==> config.mk <==
export PLATFORM = sky130hd
export DESIGN_NAME = deque_with_search
export DESIGN_NICKNAME = d
export VERILOG_FILES = /design/src/rtl/dqs_pkg.sv /design/src/rtl/dqs_ram.sv /design/src/rtl/deque_with_search.sv
export SDC_FILE = /design/constraint.sdc
export NUM_CORES = 1
export LEC_CHECK = 0
export BUFFER_PORTS_ARGS = -buffer_cell sky130_fd_sc_hd__buf_2
export CORE_MARGIN = 2
export CORE_UTILIZATION = 45
export CTS_BUF_LIST = sky130_fd_sc_hd__clkbuf_16
export CTS_CLUSTER_SIZE = 20
export DETAILED_ROUTE_END_ITERATION = 8
export PLACE_DENSITY = 0.66
export SYNTH_ARGS = -nofsm -noshare
export SYNTH_HDL_FRONTEND = slang
export SYNTH_SLANG_ARGS = --single-unit
==> constraint.sdc <==
create_clock -name clk -period 4.9 [get_ports clk]
set_clock_uncertainty 0.05 [all_clocks]
set_input_delay 0.98 -clock clk [delete_from_list [all_inputs] [get_ports clk]]
set_output_delay 0.98 -clock clk [all_outputs]
set_load 0.005 [all_outputs]
==> src/rtl/dqs_pkg.sv <==
// Shared request and status codes and field widths for the deque with search.
`timescale 1ns / 1ps
`default_nettype none
package dqs_pkg;

  localparam int REQ_W    = 3;
  localparam int VALUE_W  = 32;
  localparam int STATUS_W = 2;
  localparam int OCC_W    = 5;

  typedef logic [REQ_W-1:0]    req_t;
  typedef logic [STATUS_W-1:0] status_t;
  typedef logic [VALUE_W-1:0]  word_t;

  localparam req_t REQ_PUSH_FRONT = 3'd0;
  localparam req_t REQ_PUSH_BACK  = 3'd1;
  localparam req_t REQ_POP_FRONT  = 3'd2;
  localparam req_t REQ_POP_BACK   = 3'd3;
  localparam req_t REQ_SEARCH     = 3'd4;

  localparam status_t STATUS_OK    = 2'd0;
  localparam status_t STATUS_EMPTY = 2'd1;
  localparam status_t STATUS_FULL  = 2'd2;

endpackage
`default_nettype wire

==> src/rtl/dqs_ram.sv <==
// Generic single-write, single-read RAM with a registered read port.
`timescale 1ns / 1ps
`default_nettype none
module dqs_ram #(
  parameter int WIDTH = 32,
  parameter int DEPTH = 16
) (
  input  wire logic                     clk,
  input  wire logic                     we,
  input  wire logic [$clog2(DEPTH)-1:0] waddr,
  input  wire logic [WIDTH-1:0]         wdata,
  input  wire logic [$clog2(DEPTH)-1:0] raddr,
  output logic      [WIDTH-1:0]         rdata
);

  logic [WIDTH-1:0] mem [DEPTH];

  always_ff @(posedge clk) begin
    if (we) begin
      mem[waddr] <= wdata;
    end
    rdata <= mem[raddr];
  end

endmodule
`default_nettype wire

==> src/rtl/deque_with_search.sv <==
// Top level of the bounded double-ended queue with value search.
`timescale 1ns / 1ps
`default_nettype none
// A bounded double-ended queue of 32-bit values held as a ring buffer of
// DEPTH words in one RAM. A request is taken on a clock edge with start high
// and busy low; its result appears on status, found and occupancy, marked by
// done high for a single cycle, and must be taken then since nothing holds it.
// Push, pop, unused codes and a search of an empty queue finish without a scan:
// the result beat shows up the cycle after the request and busy stays low, so
// a new request can follow every cycle. A search of a queue holding n entries
// reads the RAM one entry per cycle through its single read port: busy stays
// high through the scan and wait states, and done rises as busy falls. The
// entry store has no reset and no clearing pass; only entries written by a
// push are ever read. A push on a full queue is dropped with status full, a
// pop on an empty queue only reports status empty; found is zero outside a
// search. Occupancy reports the low five bits of the entry count.
module deque_with_search
  import dqs_pkg::*;
#(
  parameter int DEPTH = 16
) (
  input  wire logic                      clk,
  input  wire logic                      rst,
  input  wire logic                      start,
  output logic                           busy,
  input  wire logic [REQ_W-1:0]          req_type,
  input  wire logic signed [VALUE_W-1:0] value,
  output logic                           done,
  output logic [STATUS_W-1:0]            status,
  output logic                           found,
  output logic [OCC_W-1:0]               occupancy
);

  localparam int AW = $clog2(DEPTH);
  localparam int CW = $clog2(DEPTH + 1);

  // Sequencer states.
  localparam logic [1:0] S_IDLE = 2'd0;
  localparam logic [1:0] S_SCAN = 2'd1;
  localparam logic [1:0] S_WAIT = 2'd2;

  logic [1:0]    state;
  logic [AW-1:0] head;
  logic [AW-1:0] head_next;
  logic [CW-1:0] count;
  logic [CW-1:0] count_next;
  logic [AW-1:0] idx;
  word_t         key;
  logic          hit;
  logic          pend;

  logic          accept;
  logic          full;
  logic          empty;
  logic          we;
  logic [AW-1:0] waddr;
  logic [AW-1:0] raddr;
  word_t         rdata;
  logic          match;
  logic          last_issue;
  logic [AW-1:0] head_m1;
  logic [AW-1:0] head_p1;
  logic [AW-1:0] tail;
  status_t       res_status;

  // Wrap head plus an offset below DEPTH back into the ring.
  function automatic logic [AW-1:0] ring_pos(input logic [AW-1:0] base,
                                             input logic [AW-1:0] off);
    logic [AW:0] sum;
    sum = {1'b0, base} + {1'b0, off};
    if (sum >= (AW + 1)'(DEPTH)) begin
      sum = sum - (AW + 1)'(DEPTH);
    end
    return sum[AW-1:0];
  endfunction

  assign busy   = (state != S_IDLE);
  assign accept = start && !busy;
  assign full   = (count == CW'(DEPTH));
  assign empty  = (count == '0);

  assign head_m1 = (head == '0) ? AW'(DEPTH - 1) : head - AW'(1);
  assign head_p1 = ring_pos(head, AW'(1));
  // Count is below DEPTH whenever the tail is written, so its low bits suffice.
  assign tail    = ring_pos(head, count[AW-1:0]);

  // Scan address walks from the front entry toward the back.
  assign raddr      = ring_pos(head, idx);
  assign match      = (rdata == key);
  assign last_issue = ((CW'(idx) + CW'(1)) == count);

  dqs_ram #(
    .WIDTH (VALUE_W),
    .DEPTH (DEPTH)
  ) u_ram (
    .clk   (clk),
    .we    (we),
    .waddr (waddr),
    .wdata (value),
    .raddr (raddr),
    .rdata (rdata)
  );

  // Pointer and count update for the request being taken this cycle.
  always_comb begin
    we         = 1'b0;
    waddr      = head_m1;
    head_next  = head;
    count_next = count;
    res_status = STATUS_OK;
    if (accept) begin
      case (req_type)
        REQ_PUSH_FRONT: begin
          if (full) begin
            res_status = STATUS_FULL;
          end else begin
            we         = 1'b1;
            waddr      = head_m1;
            head_next  = head_m1;
            count_next = count + CW'(1);
          end
        end
        REQ_PUSH_BACK: begin
          if (full) begin
            res_status = STATUS_FULL;
          end else begin
            we         = 1'b1;
            waddr      = tail;
            count_next = count + CW'(1);
          end
        end
        REQ_POP_FRONT: begin
          if (empty) begin
            res_status = STATUS_EMPTY;
          end else begin
            head_next  = head_p1;
            count_next = count - CW'(1);
          end
        end
        REQ_POP_BACK: begin
          if (empty) begin
            res_status = STATUS_EMPTY;
          end else begin
            count_next = count - CW'(1);
          end
        end
        default: begin
          // Search and unused codes leave the ring alone.
        end
      endcase
    end
  end

  always_ff @(posedge clk) begin
    if (rst) begin
      state <= S_IDLE;
      head  <= '0;
      count <= '0;
      done  <= 1'b0;
      pend  <= 1'b0;
    end else begin
      head  <= head_next;
      count <= count_next;
      done  <= 1'b0;
      // A read issued in the scan state returns its data in the next cycle.
      pend  <= (state == S_SCAN);
      if (pend && match) begin
        hit <= 1'b1;
      end
      case (state)
        S_IDLE: begin
          if (accept) begin
            if (req_type == REQ_SEARCH && !empty) begin
              key   <= value;
              idx   <= '0;
              hit   <= 1'b0;
              state <= S_SCAN;
            end else begin
              done      <= 1'b1;
              status    <= res_status;
              found     <= 1'b0;
              occupancy <= OCC_W'(count_next);
            end
          end
        end
        S_SCAN: begin
          // Issue one read per cycle; hold here until the read of the back entry is issued.
          idx <= idx + AW'(1);
          if (last_issue) begin
            state <= S_WAIT;
          end
        end
        S_WAIT: begin
          // Last read data is on the RAM output now; fold it in and report.
          done      <= 1'b1;
          status    <= STATUS_OK;
          found     <= hit || match;
          occupancy <= OCC_W'(count);
          state     <= S_IDLE;
        end
        default: begin
          state <= S_IDLE;
        end
      endcase
    end
  end

endmodule
`default_nettype wire

==> results of run 1 <==
==> synthesized netlist by cell type (all sizes together) <==
library cell / count
nand3: 10
nor3: 10
o221ai: 1
nor2b: 2
dfxtp: 45
nor3b: 2
nor4: 2
a311oi: 1
nor4b: 1
a221oi: 1
inv: 16
ha: 11
edfxtp: 557
mux4: 128
nand4b: 1
or3b: 2
clkbuf: 28
o311ai: 2
nand4: 12
mux2i: 3
a32oi: 1
xor2: 5
o21ai: 6
o21a: 1
and2: 37
buf: 29
nand2b: 5
a22o: 1
nand3b: 1
nand2: 78
a21oi: 10
fa: 2
a21o: 3
or3: 2
or4b: 3
a31oi: 35
nor2: 34
o22ai: 6
a211oi: 35
nand4bb: 1
xnor2: 45
mux2: 1
==> power by group through the flow <==
| stage | clock (mW) | sequential [mW] | combinational, mW |
|---|---|---|---|
| finish | 4.39 | 5.76 | 0.695 |
| global route | 4.67 | 5.76 | 0.748 |
| CTS | 4.45 | 5.76 | 0.701 |
| detailed placement | 0 | 5.87 | 0.698 |
| global placement | 0 | 5.86 | 0.690 |
| floorplan | 0 | 5.85 | 0.418 |
==> final cells by class <==
type                       instances  share of cell area
antenna                            1           0.0000946
clock buffer                      60              0.0567
clock inverter                    52              0.0151
inverter                          16             0.00227
multi-input combinational        501               0.207
sequential                       602               0.666
tap                              680              0.0322
timing repair buffer              79              0.0208
==> registers in the layout (all words and copies together), names as in the netlist <==
register / flops
key: 32
pend: 1
count: 5
status: 2
hit: 1
head: 4
done: 1
occupancy: 5
u_ram.rdata: 32
state: 2
idx: 4
found: 1
u_ram.mem: 512
==> final timing paths <==
| path | from | to | slack [ns] | depth (start not counted) |
|---|---|---|---|---|
| worst min register to register | pend | hit | 0.54 | 2 |
| worst max register to register | head[1] | u_ram.rdata[1] | 1.48 | 7 |
| worst min-delay path | pend | hit | 0.54 | 2 |
| worst max-delay path | head[1] | u_ram.rdata[1] | 1.48 | 7 |
==> cell families (layout without fill, tap and decap cells) <==
family          after synthesis  count (layout)  synth area share
mux                         132             132             0.126
flops                       602             602             0.758
buf+inv                      73             207            0.0146
other cells                   0               1                 0
simple gates                203             203            0.0441
fa+ha+maj                    13              13           0.00764
compound gates              103             103            0.0304
xor+xnor                     50              50            0.0192
==> metal layers <==
metal	routed length, um	up-vias	track usage
li1	-	4925	-
met1	22100	6023	0.283
met2	24900	421	0.314
met3	4040	62	0.0420
met4	946	0	0.0498
met5	0	-	0
==> critical path: stages (launching register included) <==
cell and delay [ns]:
dfxtp_1 0.50, inv_1 0.18, fa_4 1.10, buf_12 0.36, mux4_2 0.36, and2_1 0.17, a211oi_1 0.40, a31oi_1 0.07
==> through the flow <==
step,utilization,hold WS (ns),worst slack [ns]
2_1_floorplan,-,0.487,0.664
3_3_place_gp,0.480,0.509,1.24
3_5_place_dp,0.480,0.524,1.15
4_1_cts,0.517,0.540,1.49
5_1_grt,0.517,0.545,1.24
6_report,0.517,0.536,1.48
==> results.json, run 1 <==
{
  "synth.top_cell.area_share": 0.719,
  "antenna_found_initial": 2,
  "total_power_mw": 10.8,
  "start_util": 0.454,
  "drt-total-wl_um": 52000,
  "dp_cells": 1878,
  "switching_share": 0.220,
  "slew_viol_final": 0,
  "core_um2": 51200,
  "vdd_drop_max_mv": 0.285,
  "cp.arrival_ns": 3.84,
  "h-tree-depth": 2,
  "syn_to_final_growth_pct": 13.8,
  "tightest_slew_ns": 1.20,
  "gp_congestion": 0.810,
  "yosys_warnings": 0,
  "clk_latency_ns": 0.62,
  "cts.path.max_buffers": 3,
  "p_leak_nw": 8.48,
  "io-pin-count": 48,
  "internal_power_mw": 8.46,
  "power_frac_comb": 0.064,
  "clockPowerShare": 0.405,
  "fmax_mhz": 292,
  "synthesis.nets": 1227,
  "final_cells": 1991,
  "multi_input_area_um2": 5470,
  "nFillCells": 3988,
  "synth_largest_area_cell": "edfxtp_1",
  "synthTopCellsByArea": "edfxtp_1, mux4_2, dfxtp_1, xnor2_1, nand2_1",
  "setup_viol": 0,
  "viasPerCell": 5.74,
  "track_usage": 0.198,
  "status": "finished, final reports clean",
  "stdcell_area_um2": 26500,
  "post_cts_buffers": 0,
  "crit_required_ns": 5.31,
  "post_drt_wl_per_cell_um": 26.1,
  "rsz0062_at_grt": "no",
  "ys_ff_latch": 602,
  "clk_pin_slew_ns": 0.06,
  "cts_buffers": 59,
  "grt_pass1_vias": 11600,
  "fin_nets": 1310,
  "critPathLaunchType": "flop",
  "power.switching_mw": 2.38,
  "layout_commonest_cell": "edfxtp_1",
  "final-seq-area_um2": 17600,
  "place_hpwl_um": 30600,
  "dieArea_um2": 53500,
  "std_cell_rows": 83,
  "synth_seq_area_share": 0.758,
  "fin_crit_sh": 0.699,
  "drive_above_1_share": 0.246,
  "cap_violations": 0,
  "antenna_left": 0,
  "die_x_um": 231,
  "drc_errors": 0,
  "io_buffers": 47,
  "path_max_fanout": 58,
  "slew_headroom": 0.191,
  "period_minus_slack_ns": 3.42,
  "synth_cell_type_count": 52,
  "vias": 11400,
  "powerDensity_nw_per_um2": 410,
  "dr.pass1.iters": 5,
  "syn_area_um2": 23200,
  "cts-resized-gates": 0,
  "hold_violations": 0,
  "die_h_um": 231,
  "placed_area_um2": 24600,
  "cts_tree": "built",
  "cts_hold_buf": 0,
  "root_buffer": "clkbuf_16",
  "fin_setup_tns_ns": 0,
  "initialDrtViolationCount": 1176,
  "grt_pass1_wl_um": 77400,
  "synth_cells": 1176,
  "pwr-share-seq": 0.531,
  "cts.sinks": 602,
  "crit_type": "reg -> reg",
  "min-delay-path-class": "reg -> reg",
  "layout_common_cells": "edfxtp_1, mux4_2, nand2_1",
  "postSynthAreaPerCell_um2": 19.8,
  "grt-ovfl-total": 0,
  "endpoint_kind": "flop",
  "grt_max_degree": 65
}
No activity file was read; power rests on OpenSTA's default activity.
==> inputs of run 2 (changes only) <==
--- a/config.mk
+++ b/config.mk
@@ -5,6 +5,7 @@
 export SDC_FILE = /design/constraint.sdc
 export NUM_CORES = 1
 export LEC_CHECK = 0
+export ABC_AREA = 1
 export BUFFER_PORTS_ARGS = -buffer_cell sky130_fd_sc_hd__buf_2
 export CORE_MARGIN = 2
 export CORE_UTILIZATION = 45
==> constraint.sdc (replaced) <==
create_clock -name clk -period 3.44 [get_ports clk]
set_clock_uncertainty 0.05 [all_clocks]
set_input_delay 0.688 -clock clk [delete_from_list [all_inputs] [get_ports clk]]
set_output_delay 0.688 -clock clk [all_outputs]
set_load 0.005 [all_outputs]
==> results.json, run 2 <==
{
  "status": "finished, final reports clean",
  "drive_above_1_share": 0.0974,
  "antenna_found_initial": 2,
  "top_regs": "u_ram.mem x512, key x32, u_ram.rdata x32",
  "crit_slowest_cell": "dfxtp_1",
  "crit_end": "u_ram.mem[8][23]",
  "final_cells": 2832,
  "r2r_cells": 10,
  "fin_crit_sh": 0.889,
  "slowest_delay_ns": 0.50,
  "fin_setup_tns_ns": 0,
  "vias": 15100,
  "clk_pin_slew_ns": 0.06,
  "io-pin-count": 48,
  "synthArstFlopShare": 0,
  "crit_type": "reg -> reg",
  "yosys_warnings": 0,
  "dr.max_layer_used": "met5",
  "final_core_util": 0.512,
  "post_cts_buffers": 0,
  "cts.sinks": 602,
  "root_buffer": "clkbuf_16",
  "grt_pass1_wl_um": 84000,
  "reg2reg_slack_ns": 0.38,
  "tightest_slew_ns": 0.876,
  "cts.path.max_buffers": 3,
  "path_cells": "inv_1 > ha_1 > nand2_1 > nor2_1 > inv_1 > nand2_2 > o21ai_0 > nand2_1 > nor2_4 > buf_4",
  "std_cell_rows": 85,
  "layout_common_cells": "edfxtp_1, inv_1, nand2_1",
  "largest_reg_flops": 512,
  "synth_cell_type_count": 32,
  "place_hpwl_um": 33500,
  "post_drt_wl_per_cell_um": 19.3,
  "period_minus_slack_ns": 3.06,
  "n_antenna_cell": 0,
  "rsz0062_at_grt": "no",
  "postSynthAreaPerCell_um2": 12.1,
  "dp_cells": 2723,
  "p_leak_nw": 10.3,
  "cap_violations": 0,
  "cts_hold_buf": 0,
  "pwr-share-seq": 0.538,
  "multi_input_area_um2": 5370,
  "fmax_mhz": 327,
  "vdd_drop_max_mv": 0.425,
  "internal_power_mw": 11.7,
  "grt_pass1_vias": 14500,
  "powerDensity_nw_per_um2": 551,
  "h-tree-depth": 2,
  "synthesis.nets": 2083,
  "drc_errors": 0,
  "startpoint": "count[1]",
  "antenna_left": 0,
  "dr.pass1.iters": 7,
  "endpoint_kind": "flop",
  "cts-resized-gates": 0,
  "timing.rr.start": "count[1]",
  "pre_cts_ws_ns": 0.381,
  "hold_violations": 0,
  "rr_endpoint": "u_ram.mem[8][23]",
  "regMostFlops": "u_ram.mem",
  "dieArea_um2": 56400,
  "power_frac_comb": 0.079,
  "wl_met2_um": 25700,
  "final-seq-area_um2": 17600,
  "fin_ws_ns": 0.383,
  "drt-total-wl_um": 54800,
  "met3_wirelength_um": 3530,
  "grt-ovfl-total": 0,
  "drt-met1-wl_um": 24100,
  "syn_to_final_growth_pct": 12.5,
  "track_usage": 0.195,
  "cts_buffers": 58,
  "synth_edf_count": 557,
  "crit_required_ns": 3.66,
  "core_um2": 53900,
  "syn_area_um2": 24500,
  "initialDrtViolationCount": 1403,
  "clockPowerShare": 0.384,
  "synth_largest_area_cell": "edfxtp_1",
  "yosysMostFrequentCell": "edfxtp_1",
  "synthTopCellsByArea": "edfxtp_1, inv_1, o21ai_0, a21oi_1, dfxtp_1",
  "synth.top_cell.area_share": 0.682,
  "power.switching_mw": 3.52,
  "io_buffers": 47,
  "synth_top_flop_cell": "edfxtp_1",
  "clk_latency_ns": 0.62,
  "switching_share": 0.231,
  "cts_tree": "built",
  "slew_headroom": 0.416,
  "min-delay-path-class": "in -> reg",
  "whs_ns": 0.356,
  "die_x_um": 238,
  "synth_seq_area_share": 0.718,
  "ys_top_cells_by_count": "edfxtp_1, inv_1, nand2_1",
  "gp_congestion": 0.878,
  "viasPerCell": 5.34,
  "fin_nets": 2138,
  "layout_commonest_cell": "edfxtp_1",
  "slew_viol_final": 0,
  "ys_ff_latch": 602,
  "die_h_um": 238,
  "critPathLaunchType": "flop",
  "grt_max_degree": 103,
  "nFillCells": 4474,
  "path_max_fanout": 21,
  "cp.arrival_ns": 3.28,
  "synth_cells": 2032,
  "start_util": 0.455,
  "setup_viol": 0
}
==> run 2: power groups by stage <==
stage / clock [mW] / sequential [mW] / combinational, mW
floorplan: 0 / 8.32 / 0.730
global placement: 0 / 8.34 / 1.17
detailed placement: 0 / 8.34 / 1.20
CTS: 5.95 / 8.19 / 1.20
global route: 6.24 / 8.20 / 1.32
finish: 5.84 / 8.19 / 1.20
==> run 2: worst min-delay path by stage <==
stage              from       end  slack (ns)  depth (start not counted)
6_report            rst  count[4]        0.36                          2
3_3_place_gp   count[4]  count[4]        0.46                          2
5_1_grt             rst  count[2]        0.35                          2
4_1_cts             rst  count[4]        0.31                          2
2_1_floorplan  count[4]  count[4]        0.43                          2
3_5_place_dp   count[4]  count[4]        0.46                          2
==> run 2: cell families after synthesis <==
kind of cell,Yosys count,synth area share
buffers and inverters,424,0.0695
adders and majority gates,13,0.00724
xor gates and xnor gates,42,0.0161
DFF,602,0.718
AOI/OAI and AO/OA,529,0.117
and+or+nand+nor,422,0.0720
==> run 2: metrics by stage <==
stage	instance area (um^2)	total power, mW
4_1_cts	27600	15.3
2_1_floorplan	24500	9.05
6_report	27600	15.2
3_5_place_dp	25900	9.54
5_1_grt	27600	15.8
3_3_place_gp	25900	9.51
==> run 2: per-layer routing <==
layer / GRT usage / up-vias
met5: 0 / -
met4: 0.0577 / 2
met1: 0.271 / 7303
met3: 0.0325 / 96
li1: - / 7214
met2: 0.318 / 496
==> run 2: final cells by class <==
cell class	instances	area share
inverter	316	0.0430
multi-input combinational	1006	0.194
clock buffer	58	0.0526
timing repair buffer	103	0.0296
tap	696	0.0315
clock inverter	51	0.0108
sequential	602	0.638
==> run 2: worst max-delay path, delay by kind of cell (launching register included) <==
kind | cells | cell delay [ns]
AOI/OAI and AO/OA | 1 | 0.45
adders and majority gates | 1 | 0.24
buffers and inverters | 3 | 0.64
DFF | 1 | 0.50
and+or+nand+nor | 5 | 0.82
